$ cat src/rtl/ipcf_pkg.sv
// Shared types, character codes and glyph functions of the address text formatter.
// Used by the zero-run scanner, the digit unit and the top level; depends on nothing.
package ipcf_pkg;

    localparam logic [1:0] FAM_UNSPEC = 2'd0;
    localparam logic [1:0] FAM_IPV4   = 2'd1;

    localparam logic [15:0] MAPPED_GROUP = 16'hFFFF;
    localparam logic [2:0]  PREFIX_LAST  = 3'd6;

    localparam logic [6:0] CH_NUL   = 7'h00;
    localparam logic [6:0] CH_ZERO  = 7'h30;
    localparam logic [6:0] CH_A     = 7'h61;
    localparam logic [6:0] CH_F     = 7'h66;
    localparam logic [6:0] CH_COLON = 7'h3A;
    localparam logic [6:0] CH_DOT   = 7'h2E;

    // Outcome of the zero-run scan over the eight groups.
    typedef struct packed {
        logic       done;
        logic [2:0] top_start;
        logic [3:0] top_len;
    } t_scan;

    // One digit of the value in the digit unit.
    typedef struct packed {
        logic [6:0] glyph;
        logic [1:0] last_idx;
    } t_digit;

    function automatic logic [6:0] hex_glyph(input logic [3:0] n);
        logic [6:0] c;
        if (n < 4'd10) begin
            c = CH_ZERO + {3'b000, n};
        end else begin
            c = CH_A + {3'b000, n} - 7'd10;
        end
        return c;
    endfunction

    // The fixed text "::ffff:" that opens an IPv4-mapped address.
    function automatic logic [6:0] prefix_glyph(input logic [2:0] idx);
        logic [6:0] c;
        unique case (idx)
            3'd2, 3'd3, 3'd4, 3'd5: c = CH_F;
            default:                c = CH_COLON;
        endcase
        return c;
    endfunction

endpackage

$ cat src/rtl/ipcf_zero_scan.sv
// Iterative scan for the longest run of zero groups in an IPv6 address, one group a cycle.
// Depends on ipcf_pkg for the result struct.
module ipcf_zero_scan (
    input  logic                 i_clk,
    input  logic                 i_rst_n,
    input  logic                 i_start,
    input  logic [127:0]         i_addr,
    output ipcf_pkg::t_scan      o_scan
);

    logic        r_busy, n_busy;
    logic        r_done, n_done;
    logic [2:0]  r_idx, n_idx;
    logic [3:0]  r_cur_len, n_cur_len;
    logic [2:0]  r_cur_start, n_cur_start;
    logic [3:0]  r_top_len, n_top_len;
    logic [2:0]  r_top_start, n_top_start;
    logic [15:0] w_group;

    assign w_group = i_addr[{~r_idx, 4'b0000} +: 16];

    always_comb begin
        n_busy      = r_busy;
        n_done      = 1'b0;
        n_idx       = r_idx;
        n_cur_len   = r_cur_len;
        n_cur_start = r_cur_start;
        n_top_len   = r_top_len;
        n_top_start = r_top_start;
        if (i_start) begin
            n_busy      = 1'b1;
            n_idx       = 3'd0;
            n_cur_len   = 4'd0;
            n_cur_start = 3'd0;
            n_top_len   = 4'd0;
            n_top_start = 3'd0;
        end else if (r_busy) begin
            if (w_group == 16'h0000) begin
                n_cur_start = (r_cur_len == 4'd0) ? r_idx : r_cur_start;
                n_cur_len   = r_cur_len + 4'd1;
                // Strictly longer only, so the earliest run keeps a tie.
                if (n_cur_len > r_top_len) begin
                    n_top_len   = n_cur_len;
                    n_top_start = n_cur_start;
                end
            end else begin
                n_cur_len = 4'd0;
            end
            if (r_idx == 3'd7) begin
                n_busy = 1'b0;
                n_done = 1'b1;
            end
            n_idx = r_idx + 3'd1;
        end
    end

    always_ff @(posedge i_clk) begin
        if (!i_rst_n) begin
            r_busy      <= 1'b0;
            r_done      <= 1'b0;
            r_idx       <= 3'd0;
            r_cur_len   <= 4'd0;
            r_cur_start <= 3'd0;
            r_top_len   <= 4'd0;
            r_top_start <= 3'd0;
        end else begin
            r_busy      <= n_busy;
            r_done      <= n_done;
            r_idx       <= n_idx;
            r_cur_len   <= n_cur_len;
            r_cur_start <= n_cur_start;
            r_top_len   <= n_top_len;
            r_top_start <= n_top_start;
        end
    end

    assign o_scan.done      = r_done;
    assign o_scan.top_start = r_top_start;
    assign o_scan.top_len   = r_top_len;

endmodule

$ cat src/rtl/ipcf_digit_unit.sv
// Shared digit unit: yields one decimal or hex digit glyph of a value and the index of its last digit.
// Depends on ipcf_pkg for the glyph function and the result struct.
module ipcf_digit_unit (
    input  logic                 i_hex,
    input  logic [15:0]          i_value,
    input  logic [1:0]           i_sel,
    output ipcf_pkg::t_digit     o_digit
);

    logic [7:0]  w_oct;
    logic [1:0]  w_hund;
    logic [7:0]  w_rem8;
    logic [6:0]  w_rem;
    logic [14:0] w_prod;
    logic [3:0]  w_tens;
    logic [6:0]  w_ones7;
    logic [1:0]  w_last_idx;
    logic [1:0]  w_pos;
    logic [3:0]  w_dec_digit;
    logic [3:0]  w_nibble;

    assign w_oct  = i_value[7:0];
    assign w_hund = (w_oct >= 8'd200) ? 2'd2 : ((w_oct >= 8'd100) ? 2'd1 : 2'd0);
    assign w_rem8 = w_oct - ((w_hund == 2'd2) ? 8'd200 : ((w_hund == 2'd1) ? 8'd100 : 8'd0));
    assign w_rem  = w_rem8[6:0];
    // Tens of a value below 100 by multiplying with 205/2048.
    assign w_prod  = {8'b0, w_rem} * 15'd205;
    assign w_tens  = w_prod[14:11];
    assign w_ones7 = w_rem - 7'({3'b000, w_tens} * 7'd10);

    always_comb begin
        if (i_hex) begin
            if (i_value[15:12] != 4'h0) begin
                w_last_idx = 2'd3;
            end else if (i_value[11:8] != 4'h0) begin
                w_last_idx = 2'd2;
            end else if (i_value[7:4] != 4'h0) begin
                w_last_idx = 2'd1;
            end else begin
                w_last_idx = 2'd0;
            end
        end else begin
            if (w_oct >= 8'd100) begin
                w_last_idx = 2'd2;
            end else if (w_oct >= 8'd10) begin
                w_last_idx = 2'd1;
            end else begin
                w_last_idx = 2'd0;
            end
        end
    end

    // The sequencer counts digits from the most significant one.
    assign w_pos    = w_last_idx - i_sel;
    assign w_nibble = i_value[{w_pos, 2'b00} +: 4];

    always_comb begin
        unique case (w_pos)
            2'd2:    w_dec_digit = {2'b00, w_hund};
            2'd1:    w_dec_digit = w_tens;
            default: w_dec_digit = w_ones7[3:0];
        endcase
    end

    assign o_digit.glyph    = i_hex ? ipcf_pkg::hex_glyph(w_nibble)
                                    : (ipcf_pkg::CH_ZERO + {3'b000, w_dec_digit});
    assign o_digit.last_idx = w_last_idx;

endmodule

$ cat src/rtl/ip_address_canonical_formatter_unit.sv
// Output: the first character is registered from the first state after the request is taken
// (IPv4, IPv4-mapped, error) or after the zero-run scan completes (IPv6).
// Requests: one at a time; the next request is taken only after the last character of this
// one has been handed to the output register, and the output can stall the character loop.
// Reset: synchronous active-low i_rst_n returns the sequencer to idle and empties the output.
// Depends on ipcf_pkg, ipcf_zero_scan and ipcf_digit_unit.
module ip_address_canonical_formatter_unit (
    input  logic         i_clk,
    input  logic         i_rst_n,
    input  logic         s_axis_tvalid,
    output logic         s_axis_tready,
    input  logic [127:0] s_axis_tdata,   // address_high [63:0], address_low [127:64]
    input  logic [1:0]   s_axis_tuser,   // family [1:0]
    output logic         m_axis_tvalid,
    input  logic         m_axis_tready,
    output logic [7:0]   m_axis_tdata,   // character [6:0], zero [7]
    output logic         m_axis_tlast,
    output logic         m_axis_tuser    // error [0]
);

    localparam logic [2:0] ST_IDLE   = 3'd0;
    localparam logic [2:0] ST_ERR    = 3'd1;
    localparam logic [2:0] ST_PREFIX = 3'd2;
    localparam logic [2:0] ST_SCAN   = 3'd3;
    localparam logic [2:0] ST_HEX    = 3'd4;
    localparam logic [2:0] ST_GAP    = 3'd5;
    localparam logic [2:0] ST_DEC    = 3'd6;

    logic [2:0]   r_state, n_state;
    logic [2:0]   r_fld, n_fld;
    logic [1:0]   r_dig, n_dig;
    logic         r_sep, n_sep;
    logic [127:0] r_addr;
    logic         r_out_valid;
    logic [6:0]   r_out_char;
    logic         r_out_last;
    logic         r_out_err;

    logic            w_out_free;
    logic            w_emit;
    logic [6:0]      w_char;
    logic            w_last;
    logic            w_err;
    logic            w_scan_start;
    logic            w_run_hit;
    logic [3:0]      w_run_end;
    logic [15:0]     w_value;
    logic            w_is_mapped;
    ipcf_pkg::t_scan  w_scan;
    ipcf_pkg::t_digit w_digit;

    ipcf_zero_scan u_scan (
        .i_clk   (i_clk),
        .i_rst_n (i_rst_n),
        .i_start (w_scan_start),
        .i_addr  (r_addr),
        .o_scan  (w_scan)
    );

    ipcf_digit_unit u_digit (
        .i_hex   (r_state == ST_HEX),
        .i_value (w_value),
        .i_sel   (r_dig),
        .o_digit (w_digit)
    );

    assign w_value = (r_state == ST_HEX) ? r_addr[{~r_fld, 4'b0000} +: 16]
                                         : {8'b0, r_addr[{~r_fld[1:0], 3'b000} +: 8]};

    assign w_out_free  = !r_out_valid || m_axis_tready;
    assign w_run_hit   = (w_scan.top_len >= 4'd2) && (r_fld == w_scan.top_start);
    assign w_run_end   = {1'b0, w_scan.top_start} + w_scan.top_len;
    assign w_is_mapped = (s_axis_tdata[63:0] == 64'd0) && (s_axis_tdata[127:112] == 16'h0000)
                         && (s_axis_tdata[111:96] == ipcf_pkg::MAPPED_GROUP);

    assign s_axis_tready = (r_state == ST_IDLE);

    always_comb begin
        n_state      = r_state;
        n_fld        = r_fld;
        n_dig        = r_dig;
        n_sep        = r_sep;
        w_emit       = 1'b0;
        w_char       = ipcf_pkg::CH_NUL;
        w_last       = 1'b0;
        w_err        = 1'b0;
        w_scan_start = 1'b0;
        unique case (r_state)
            ST_IDLE: begin
                if (s_axis_tvalid) begin
                    n_fld = 3'd0;
                    n_dig = 2'd0;
                    n_sep = 1'b0;
                    if (s_axis_tuser == ipcf_pkg::FAM_UNSPEC) begin
                        n_state = ST_ERR;
                    end else if (s_axis_tuser == ipcf_pkg::FAM_IPV4) begin
                        n_state = ST_DEC;
                    end else if (w_is_mapped) begin
                        n_state = ST_PREFIX;
                    end else begin
                        // The scanner only clears itself on this edge; it reads the
                        // captured address from the next cycle on.
                        n_state      = ST_SCAN;
                        w_scan_start = 1'b1;
                    end
                end
            end
            ST_ERR: begin
                if (w_out_free) begin
                    w_emit  = 1'b1;
                    w_last  = 1'b1;
                    w_err   = 1'b1;
                    n_state = ST_IDLE;
                end
            end
            ST_PREFIX: begin
                if (w_out_free) begin
                    w_emit = 1'b1;
                    w_char = ipcf_pkg::prefix_glyph(r_fld);
                    if (r_fld == ipcf_pkg::PREFIX_LAST) begin
                        n_state = ST_DEC;
                        n_fld   = 3'd0;
                    end else begin
                        n_fld = r_fld + 3'd1;
                    end
                end
            end
            ST_SCAN: begin
                if (w_scan.done) begin
                    n_state = ST_HEX;
                end
            end
            ST_HEX: begin
                if (w_run_hit) begin
                    n_state = ST_GAP;
                    n_dig   = 2'd0;
                end else if (w_out_free) begin
                    w_emit = 1'b1;
                    if (r_sep) begin
                        w_char = ipcf_pkg::CH_COLON;
                        n_sep  = 1'b0;
                        n_dig  = 2'd0;
                        n_fld  = r_fld + 3'd1;
                    end else begin
                        w_char = w_digit.glyph;
                        if (r_dig == w_digit.last_idx) begin
                            if (r_fld == 3'd7) begin
                                w_last  = 1'b1;
                                n_state = ST_IDLE;
                            end else begin
                                n_sep = 1'b1;
                            end
                        end else begin
                            n_dig = r_dig + 2'd1;
                        end
                    end
                end
            end
            ST_GAP: begin
                if (w_out_free) begin
                    w_emit = 1'b1;
                    w_char = ipcf_pkg::CH_COLON;
                    // A run at the start needs both colons; otherwise the group before
                    // it already wrote the first one.
                    if ((r_dig == 2'd1) || (w_scan.top_start != 3'd0)) begin
                        if (w_run_end == 4'd8) begin
                            w_last  = 1'b1;
                            n_state = ST_IDLE;
                        end else begin
                            n_state = ST_HEX;
                            n_fld   = w_run_end[2:0];
                            n_dig   = 2'd0;
                            n_sep   = 1'b0;
                        end
                    end else begin
                        n_dig = r_dig + 2'd1;
                    end
                end
            end
            ST_DEC: begin
                if (w_out_free) begin
                    w_emit = 1'b1;
                    if (r_sep) begin
                        w_char = ipcf_pkg::CH_DOT;
                        n_sep  = 1'b0;
                        n_dig  = 2'd0;
                        n_fld  = r_fld + 3'd1;
                    end else begin
                        w_char = w_digit.glyph;
                        if (r_dig == w_digit.last_idx) begin
                            if (r_fld == 3'd3) begin
                                w_last  = 1'b1;
                                n_state = ST_IDLE;
                            end else begin
                                n_sep = 1'b1;
                            end
                        end else begin
                            n_dig = r_dig + 2'd1;
                        end
                    end
                end
            end
            default: begin
                n_state = ST_IDLE;
            end
        endcase
    end

    always_ff @(posedge i_clk) begin
        if (!i_rst_n) begin
            r_state     <= ST_IDLE;
            r_fld       <= 3'd0;
            r_dig       <= 2'd0;
            r_sep       <= 1'b0;
            r_out_valid <= 1'b0;
        end else begin
            r_state <= n_state;
            r_fld   <= n_fld;
            r_dig   <= n_dig;
            r_sep   <= n_sep;
            if (w_emit) begin
                r_out_valid <= 1'b1;
            end else if (m_axis_tready) begin
                r_out_valid <= 1'b0;
            end
        end
    end

    always_ff @(posedge i_clk) begin
        if (s_axis_tvalid && s_axis_tready) begin
            r_addr <= {s_axis_tdata[63:0], s_axis_tdata[127:64]};
        end
        if (w_emit) begin
            r_out_char <= w_char;
            r_out_last <= w_last;
            r_out_err  <= w_err;
        end
    end

    assign m_axis_tvalid = r_out_valid;
    assign m_axis_tdata  = {1'b0, r_out_char};
    assign m_axis_tlast  = r_out_last;
    assign m_axis_tuser  = r_out_err;

    a_err_is_lone_char: assert property (@(posedge i_clk) disable iff (!i_rst_n)
        (r_out_valid && r_out_err) |-> (r_out_last && (r_out_char == ipcf_pkg::CH_NUL)))
        else $error("error result is not a lone NUL marked last");

    a_one_request_at_a_time: assert property (@(posedge i_clk) disable iff (!i_rst_n)
        (s_axis_tvalid && s_axis_tready) |=> !s_axis_tready)
        else $error("request taken while the previous one is still in work");

    a_last_ends_item: assert property (@(posedge i_clk) disable iff (!i_rst_n)
        (w_emit && w_last) |=> (r_state == ST_IDLE))
        else $error("sequencer kept running after the final character");

    a_scan_done_in_scan: assert property (@(posedge i_clk) disable iff (!i_rst_n)
        w_scan.done |-> (r_state == ST_SCAN))
        else $error("zero-run scan finished outside the scan phase");

endmodule
$ cat config.mk
export PLATFORM = sky130hd
export DESIGN_NAME = ip_address_canonical_formatter_unit
export DESIGN_NICKNAME = d
export VERILOG_FILES = /design/src/rtl/ipcf_pkg.sv /design/src/rtl/ipcf_zero_scan.sv /design/src/rtl/ipcf_digit_unit.sv /design/src/rtl/ip_address_canonical_formatter_unit.sv
export SDC_FILE = /design/constraint.sdc
export NUM_CORES = 1
export LEC_CHECK = 0
export BUFFER_PORTS_ARGS = -buffer_cell sky130_fd_sc_hd__clkbuf_2
export CAP_MARGIN = 0
export CORE_MARGIN = 2
export CORE_UTILIZATION = 55
export DETAILED_ROUTE_END_ITERATION = 8
export PLACE_DENSITY = 0.79
export SYNTH_ARGS = -nofsm -noshare
export SYNTH_HDL_FRONTEND = slang
export SYNTH_HIERARCHICAL = 1
export SYNTH_SLANG_ARGS = --single-unit
$ cat constraint.sdc
create_clock -name i_clk -period 23.3 [get_ports i_clk]
set_clock_uncertainty 0.05 [all_clocks]
set_input_delay 1.165 -clock i_clk [delete_from_list [all_inputs] [get_ports i_clk]]
set_output_delay 1.165 -clock i_clk [all_outputs]
set_load 0.02 [all_outputs]
Word-level counts from Yosys, hierarchy flattened --
Index checks and enable logic that the tools add are counted. W data, S select, Z words.
Word-level totals: bits in registers 166, bits of input ports 134
Operators by class: multipliers 2, bitwise operators 5, mux-type cells 106, add/sub/neg operators 12, reduce and logical (&&, ||, !) cells 30, eq/ne operators 42, shifts and indexed selects 4, order comparisons 6
Operators by type and width (count):
- $shiftx A128 B8 Y16 | 2
- $shiftx A128 B6 Y8 | 1
- $mux W3 | 29
- $mux W7 | 11
- $logic_not A64 Y1 | 1
- $mux W1 | 42
- $logic_not A16 Y1 | 2
- $pmux W7 S4 | 1
- $mux W2 | 13
- $ne A2 B2 Y1 const B | 13
- $eq A3 B3 Y1 const B | 8
- $pmux W3 S7 | 1
- $eq A16 B16 Y1 const B | 1
- $mux W16 | 1
- $reduce_bool A4 Y1 | 4
- $shiftx A16 B5 Y4 | 1
- $mul A7 B8 Y15 const B | 1
- $ne A3 B3 Y1 const B | 5
- $pmux W3 S5 | 1
- $reduce_and A15 Y1 | 1
- $add A6 B4 Y7 const A | 2
- $eq A3 B2 Y1 const B | 4
- $eq A2 B1 Y1 const B | 4
- $ge A8 B4 Y1 const B | 1
- other kinds (47) | 57

Longest topological paths before layout --
Gate-level depths: netlist of run 1.
depth in word-level cells 20, mapped depth 35

Modules after synthesis --
The synthesis of run 1 kept the hierarchy.
Modules (own cells, without submodules):
- ip_address_canonical_formatter_unit | cells each 469, sequential area each 4314.1 um^2, instances 1, area an instance 6835.3 um^2
- ipcf_digit_unit | cells each 166, sequential area each 0.0 um^2, instances 1, area an instance 1502.7 um^2
- ipcf_zero_scan | cells each 164, sequential area each 380.4 um^2, instances 1, area an instance 1290.0 um^2

Least setup slack after synthesis of run 1 --
No wires, ideal clock.
path kind register to register, from register r_fld[1], to register r_out_char[3] (data pin), arrival 7822 ps, cell stages (with the launch flop) 32, setup slack 15167 ps, required time 22989 ps, path buffers 3, path through dfxtp_1 > buf_2 > buf_1 > clkbuf_1 > mux4_2 > nand2_1 > a31oi_1 > o311ai_0 > and2_1 > ha_1 > inv_1 > fa_1 > o21a_1 > nor2_1 > xnor2_1 > ha_1 > fa_1 > ha_1 > ha_1 > ha_1 > a21o_1 > a211o_1 > o221a_2 > or3_1 > and2_1 > fa_1 > xnor2_1 > xnor2_1 > xnor2_1 > o221ai_1 > nor2_1 > o21ai_0
RTL lines:
- start: declaration | line ip_address_canonical_formatter_unit.sv:30 | logic [2:0] r_fld, n_fld;
- start signal: assignment | line ip_address_canonical_formatter_unit.sv:218 | r_fld <= n_fld;
- end signal: assignment | line ip_address_canonical_formatter_unit.sv:234 | r_out_char <= w_char;
- end: declaration | line ip_address_canonical_formatter_unit.sv:35 | logic [6:0] r_out_char;

==> results of run 1 <==
## metal layers
layer,vias up,routed length (microns)
met5,-,0
met4,0,1000
met3,63,2090
met2,418,12300
met1,3540,9880
li1,3391,-
## worst max-delay path by stage
| stage | endpoint | slack (ns) | startpoint | cells past startpoint |
|---|---|---|---|---|
| 2_1_floorplan | r_out_char[3]$_DFFE_PP_ | 15.17 | r_fld[1]$_SDFFE_PN0P_ | 31 |
| 3_3_place_gp | r_out_char[2]$_DFFE_PP_ | 14.56 | r_state[1]$_SDFFE_PN0P_ | 31 |
| 3_5_place_dp | r_out_char[3]$_DFFE_PP_ | 14.26 | r_state[1]$_SDFFE_PN0P_ | 30 |
| 4_1_cts | r_out_char[3]$_DFFE_PP_ | 14.24 | r_state[1]$_SDFFE_PN0P_ | 30 |
| 5_1_grt | r_out_char[2]$_DFFE_PP_ | 13.60 | r_state[1]$_SDFFE_PN0P_ | 29 |
| 6_report | r_out_char[3]$_DFFE_PP_ | 14.20 | r_state[1]$_SDFFE_PN0P_ | 30 |
## critical path: cells and delay by family, from the launching register on
kind / cells / cell delay, ns
flip-flops: 1 / 0.75
AO/OA/AOI/OAI: 7 / 1.90
XOR/XNOR: 4 / 0.88
buffers and inverters: 5 / 1.08
AND/OR/NAND/NOR: 6 / 1.42
adder cells (fa/ha/maj): 8 / 2.78
## per-stage QoR
step | hold WS [ns] | setup WS (ns) | area (sq um) | instances
after floorplan | 0.383 | 15.17 | 9630 | 799
after global placement | 0.393 | 14.56 | 10500 | 1138
after detailed placement | 0.404 | 14.26 | 10500 | 1138
after CTS | 0.416 | 14.24 | 11100 | 1170
after global routing | 0.451 | 13.60 | 11100 | 1170
final | 0.409 | 14.20 | 11100 | 1170
## cells by family after synthesis
group                      Yosys count  share of synthesized area
DFF                                166                      0.488
and+or+nand+nor                    265                      0.145
adders and majority gates           71                      0.101
other                                2                   0.000780
muxes                               51                      0.111
buffers and inverters               81                     0.0352
AOI/OAI and AO/OA                  145                      0.102
xor gates and xnor gates            18                     0.0172
## registers in the layout (all words and copies together), names as in the netlist
signal and cells:
r_addr 128, r_out_char 7, u_scan/r_cur_len 4, u_scan/r_top_len 4
r_fld 3, r_state 3, u_scan/r_cur_start 3, u_scan/r_idx 3
u_scan/r_top_start 3, r_dig 2, m_axis_tlast 1, m_axis_tuser 1
m_axis_tvalid 1, r_sep 1, u_scan/r_busy 1, u_scan/r_done 1
## cell type report
cell class	count	area share
Multi-Input combinational cell	552	0.413
Timing Repair Buffer	148	0.0674
Inverter	47	0.0158
Sequential cell	166	0.422
Tap cell	225	0.0253
Clock buffer	17	0.0382
Clock inverter	15	0.0189
## cell usage in the layout, fill, tap and decap left out, drive strengths merged, types with 6 or more instances in the layout
| cell | instances |
|---|---|
| a211oi | 6 |
| a21oi | 38 |
| a31oi | 14 |
| and2 | 6 |
| clkbuf | 161 |
| dfxtp | 29 |
| edfxtp | 137 |
| fa | 11 |
| ha | 60 |
| inv | 53 |
| mux2i | 7 |
| mux4 | 44 |
| nand2 | 63 |
| nand2b | 6 |
| nand3 | 18 |
| nand4 | 12 |
| nor2 | 50 |
| nor2b | 13 |
| nor3 | 16 |
| nor4 | 50 |
| o21a | 7 |
| o21ai | 27 |
| o31ai | 7 |
| xnor2 | 10 |
| xor2 | 8 |
==> metrics.txt, run 1 <==
GRT met3 Usage 0.0682; hold depth 2; First-pass DRT Iterations 7; fin nets ~1100; GRT busiest layer met2; Critical Path Max Stage Delay 0.82 ns; period utilization 0.390; worst-margin pin slew 0.972 ns; wire length per cell ~22 microns; crit path DAT 9.23 ns; status finished clean; Final Hold Vio Count 0; largest net degree at the start of global routing 67; Max Cap Violations 0; min cycle time layout 9.10 ns; GRT Total Usage 0.288; Die Wd between 100 and 150 microns; Area Overhead vs Synth 15.7%; H-tree levels 4; Bufs on Longest Clock Path 2; Num CTS Buffers 17; die footprint ~0.019 sq mm; r2r endpoint r_out_char[3]$_DFFE_PP_; average cell area after synthesis 12.1 sq um; CTS tree built; top cells by count, synth 137 x edfxtp_1, 62 x nand2_1, 60 x ha_1; Seq/Total Area, Yosys 0.488; initial core utilization 0.561; Worst Hold Class register to register; initial drt markers approximately 830; post-synth top area share 0.427; Reg-to-Reg Start r_state[1]$_SDFFE_PN0P_; post-cts hold buffer count 0; Startpoint Class register; final setup vio count 0; synthesized cell area ~0.0096 sq mm; ys flop type edfxtp_1; Yosys cell types 75; Req. time, crit path between 20 and 25 ns; Placer Congestion approximately 0.93; met2 Usage GRT 0.468; first-pass GRT wire length between 30000 and 40000 microns; diode count 0; clock sinks ~170; I/O Buffers 144; R2R Setup Slk 14.20 ns; Syn Nets between 1000 and 1500; routed vias 7412; Vias/cell 6.34; Mapped Cells 799; Slew Viols, Final 0; area taken by multi-input logic gates about 0.0046 sq mm; final core occ 0.648; DP Wirelength ~19000 microns; std cell rows between 40 and 50; clk_lat worst skew roughly 0.44 ns; Post-CTS Setup Bufs 0; root buf cell clkbuf_16; most common cell in the netlist edfxtp_1; hold path startpoint u_scan/r_cur_start[1]$_SDFFE_PP0P_; initial antenna violation count 0; Area contributors post-synth edfxtp_1 43%, mux4_2 9.6%, ha_1 7.8%; r2r worst-path depth 30; Slowest cell on crit path o311ai_0; Post-synth EDFFs roughly 140; Slew headroom 0.352; Syn. warnings 6; remaining antenna violation count after routing 0; I/O pin cnt roughly 150; fill count 1324; met1 usage 0.368; FFs w/ async S/R, synth 0; Die Span Y around 140 microns; # DRC 0; end of the worst hold path u_scan/r_cur_start[1]$_SDFFE_PP0P_; clock-pin slew on the worst setup and hold paths 0.07 ns; crit path max fanout 27; Crit. End Element register; RSZ-0062 raised after global routing no; DRT Wirelength between 20000 and 30000 microns; Overflow after GRT 0; Final TNS setup 0 ns; layout cell share with drive strength beyond 1 0.249; vias in the first global route about 7400; Fmax achieved 110 MHz; core box area 0.0172 sq mm; Register Area between 0.004 and 0.005 sq mm; Setup CP Type register to register; Synth area leader edfxtp_1; #FFs+latches synth about 170; CTS resizes 0
Power of run 1 is left out: the tool's default activity adds up to more than one toggle a clock period on the data nets, which glitch-free logic cannot reach.
==> run 2: changes to the inputs <==
==> constraint.sdc (replaced) <==
create_clock -name i_clk -period 8.4 [get_ports i_clk]
set_clock_uncertainty 0.05 [all_clocks]
set_input_delay 0.42 -clock i_clk [delete_from_list [all_inputs] [get_ports i_clk]]
set_output_delay 0.42 -clock i_clk [all_outputs]
set_load 0.02 [all_outputs]
==> metrics.txt, run 2 (synthesized netlist as in run 1, its figures left out) <==
Placer Congestion a little under 1; final setup vio count 0; period utilization 0.939; Req. time, crit path approximately 8.5 ns; Slew headroom 0.337; CTS resizes 0; Vias/cell between 6 and 7; I/O pin cnt 146; root buf cell clkbuf_16; GRT Total Usage 0.282; Critical Path Max Stage Delay 0.65 ns; remaining antenna violation count after routing 0; Final Non-Filler Cells about 1200; Largest Register r_addr; Max Cap Violations 0; H-tree levels 4; CTS tree built; crit path DAT 8.01 ns; min cycle time layout between 7 and 8 ns; diode count 0; layout cell share with drive strength beyond 1 0.258; final core occ 0.651; # DRC 0; initial drt markers around 940; DP Wirelength a little under 20000 microns; Fmax achieved approximately 130 MHz; clock sinks roughly 170; Final TNS setup 0 ns; Num CTS Buffers 17; Slew Viols, Final 0; Post-CTS Setup Bufs 0; initial antenna violation count 0; Die Wd ~140 microns; core box area between 0.015 and 0.02 sq mm; Setup CP Type register to register; Crit. End Element register; placed insts approximately 1100; fill count ~1300; std cell rows 48; max reg flops 128; Die Span Y approximately 140 microns; Slowest cell on crit path dfxtp_2; Overflow after GRT 0; clock-pin slew on the worst setup and hold paths about 0.060 ns; crit path max fanout 21; post-cts hold buffer count 0; First-pass DRT Iterations 8; routed vias 7551; first-pass GRT wire length about 39000 microns; wire length per cell about 21 microns; largest net degree at the start of global routing 69; initial core utilization 0.561; worst-margin pin slew 0.995 ns; I/O Buffers approximately 140; most common cell after layout, fill and taps aside clkbuf_2; status finished clean; Final Hold Vio Count 0; Bufs on Longest Clock Path 2; DRT Wirelength approximately 25000 microns; die footprint between 0.015 and 0.02 sq mm; Worst Hold Class input pin to register; RSZ-0062 raised after global routing no; Area Overhead vs Synth 16.1%; largest registers r_addr x128, r_out_char x7; vias in the first global route roughly 7300; clk_lat worst skew 0.43 ns; Startpoint Class register; most frequent cells in the layout 144 x clkbuf_2, 137 x edfxtp_1, 62 x nand2_1; fin nets 1148
run 2: changes by cell type in the layout (fill, tap and decap cells not counted), moves of 2 or more:
cell       change
clkbuf_8       +3
clkinv_4       +2
inv_6          +2
inv_8          -5
bufinv_16      -2
buf_4         +11
run 2: worst paths after layout:
check                                                        start                                 end  slack (ns)  cells after the start
worst min-delay path                              s_axis_tdata[73]                 r_addr[9]$_DFFE_PP_        0.12                      1
worst max register to register               r_fld[1]$_SDFFE_PN0P_             r_out_char[2]$_DFFE_PP_        0.51                     31
worst min register to register  u_scan/r_cur_start[2]$_SDFFE_PP0P_  u_scan/r_cur_start[2]$_SDFFE_PP0P_        0.42                      2
worst max-delay path                         r_fld[1]$_SDFFE_PN0P_             r_out_char[2]$_DFFE_PP_        0.51                     31
run 2: metal layers:
layer  up-vias  part of all wire  global-route usage
met1      3589              0.40               0.383
met4         0             0.036               0.111
met2       475              0.48               0.452
li1       3411                 -                   -
met3        76             0.085              0.0548
met5         -                 0                   0
run 2: critical path: cells and delay by family, from the launching register on:
family	cells	cell delay, ns
adders and majority gates	8	2.77
AOI/OAI and AO/OA	10	1.83
and+or+nand+nor	6	0.99
DFF	1	0.65
muxes	1	0.52
buffers and inverters	5	0.51
xor gates and xnor gates	1	0.30
run 2: cell type report:
cell class	count	area, sq um	area share
Timing Repair Buffer	159	833	0.0745
Tap cell	225	282	0.0252
Inverter	47	180	0.0161
Sequential cell	166	4700	0.420
Multi-Input combinational cell	552	4600	0.412
Clock inverter	11	113	0.0101
Clock buffer	21	470	0.0421
run 2: through the flow:
| stage | hold slack, ns | area [sq um] | setup WS [ns] |
|---|---|---|---|
| 2_1_floorplan | 0.383 | 9630 | 0.267 |
| 3_3_place_gp | 0.392 | 10600 | 0.535 |
| 3_5_place_dp | 0.397 | 10600 | 0.341 |
| 4_1_cts | 0.0996 | 11200 | 0.323 |
| 5_1_grt | 0.101 | 11200 | 0.0124 |
| 6_report | 0.116 | 11200 | 0.512 |
Power of run 2 is left out for the same reason.
==> run 3: changes to the inputs <==
--- a/config.mk
+++ b/config.mk
@@ -7,11 +7,10 @@
 export LEC_CHECK = 0
 export BUFFER_PORTS_ARGS = -buffer_cell sky130_fd_sc_hd__clkbuf_2
 export CAP_MARGIN = 0
-export CORE_MARGIN = 2
+export CORE_MARGIN = 5
 export CORE_UTILIZATION = 55
 export DETAILED_ROUTE_END_ITERATION = 8
 export PLACE_DENSITY = 0.79
 export SYNTH_ARGS = -nofsm -noshare
 export SYNTH_HDL_FRONTEND = slang
-export SYNTH_HIERARCHICAL = 1
 export SYNTH_SLANG_ARGS = --single-unit
==> metrics.txt, run 3 <==
DP Wirelength 21600 microns; Mapped Cells 875; Critical Path Max Stage Delay 0.56 ns; Post-synth EDFFs between 100 and 150; std cell rows 49; Seq/Total Area, Yosys 0.463; most common cell after layout, fill and taps aside clkbuf_2; Slowest cell on crit path mux4_1; initial antenna violation count 0; max reg flops around 130; die footprint between 0.02 and 0.025 sq mm; # DRC 0; post-synth top area share 0.406; Place WS roughly 0.051 ns; Syn Nets between 1000 and 1500; most frequent cells in the layout 144 x clkbuf_2, 137 x edfxtp_1, 77 x nor2_1; Crit. End Element register; routed vias roughly 8000; Bufs on Longest Clock Path 2; largest registers r_addr x128, r_out_char x7; Num CTS Buffers 17; setup ws final ~0.46 ns; I/O Buffers between 100 and 150; Register Area roughly 0.0047 sq mm; Setup CP Type register to register; final setup vio count 0; Area contributors post-synth edfxtp_1 41%, ha_1 7.4%, dfxtp_1 5.7%; Vias/cell 6.39; initial drt markers around 730; crit path DAT 8.03 ns; CTS tree built; Startpoint Class register; min cycle time layout slightly below 8 ns; vias in the first global route 8102; DRT Wirelength around 28000 microns; Die Span Y approximately 150 microns; Yosys cell types 85; most used cell along the critical path ha_1; Die Wd between 100 and 150 microns; largest net degree at the start of global routing 85; clk_lat worst skew ~0.43 ns; #FFs+latches synth around 170; WP buf/inv 5; fill count 1317; Final Hold Vio Count 0; fin nets about 1200; area taken by multi-input logic gates ~0.0051 sq mm; Fmax achieved 126 MHz; Largest Register r_addr; root buf cell clkbuf_16; Syn. warnings 0; clock sinks 166; core box area 0.0181 sq mm; GRT Total Usage 0.259; top cells by count, synth 137 x edfxtp_1, 77 x nor2_1, 60 x ha_1; First-pass DRT Iterations 5; period utilization 0.945; remaining antenna violation count after routing 0; average cell area after synthesis approximately 12 sq um; FFs w/ async S/R, synth 0; diode count 0; layout cell share with drive strength beyond 1 0.248; post-cts hold buffer count 0; synthesized cell area between 0.01 and 0.015 sq mm; Placer Congestion roughly 0.96; Area Overhead vs Synth 16.9%; wire length per cell roughly 22 microns; most common cell in the netlist edfxtp_1; Worst Hold Class input pin to register; Slew headroom 0.317; Req. time, crit path roughly 8.5 ns; crit path max fanout 7; Max Cap Violations 0; H-tree levels 4; first-pass GRT wire length about 43000 microns; initial core utilization 0.560; CP top delay family adder cells; I/O pin cnt between 100 and 150; status finished clean; hold slack final approximately 0.11 ns; Overflow after GRT 0; ys flop type edfxtp_1; worst-margin pin slew 1.03 ns; Slew Viols, Final 0; Synth area leader edfxtp_1; clock-pin slew on the worst setup and hold paths about 0.080 ns
run 3: metrics by stage:
stage | instances | util | area (sq um) | setup TNS [ns]
2_1_floorplan | 875 | - | 10100 | 0
3_3_place_gp | 1231 | 0.614 | 11100 | 0
3_5_place_dp | 1231 | 0.614 | 11100 | 0
4_1_cts | 1263 | 0.648 | 11700 | 0
5_1_grt | 1265 | 0.655 | 11800 | -0.0709
6_report | 1265 | 0.655 | 11800 | 0
run 3: logic make-up (layout without fill, tap and decap cells):
kind of cell               Yosys count  after routing  share of synthesized area
and+or+nand+nor                    299            299                      0.155
DFF                                166            166                      0.463
AOI/OAI and AO/OA                  165            165                      0.115
buffers and inverters               83            244                     0.0378
adders and majority gates           71             71                     0.0958
muxes                               67             67                      0.114
xor gates and xnor gates            23             23                     0.0199
other                                1              1                   0.000370
run 3: what timing repair did:
item,4_1_cts,5_1_grt
gates resized for setup,0,22
setup endpoints to repair,0,3
buffers inserted,0,1
run 3: final timing paths:
path / start / endpoint / slack, ns / cells after the start
min reg2reg: u_scan.r_cur_start[2]$_SDFFE_PP0P_ / u_scan.r_cur_start[2]$_SDFFE_PP0P_ / 0.41 / 2
max reg2reg: r_fld[0]$_SDFFE_PN0P_ / r_out_char[3]$_DFFE_PP_ / 0.46 / 35
max: r_fld[0]$_SDFFE_PN0P_ / r_out_char[3]$_DFFE_PP_ / 0.46 / 35
min: s_axis_tdata[65] / r_addr[1]$_DFFE_PP_ / 0.11 / 1
run 3: layer usage:
layer,up-vias,routed length [microns],GRT usage,part of all wire
met3,68,2480,0.0598,0.090
met2,457,13000,0.413,0.47
met4,0,931,0.0921,0.034
met1,3826,11100,0.349,0.40
li1,3729,-,-,-
met5,-,0,0,0
run 3: area by class of cell:
class | count | share of cell area
tap | 229 | 0.0242
clock buffer | 17 | 0.0359
sequential | 166 | 0.397
inverter | 44 | 0.0139
clock inverter | 15 | 0.0157
timing repair buffer | 168 | 0.0800
multi-input combinational | 626 | 0.434
Power of run 3 is left out for the same reason.
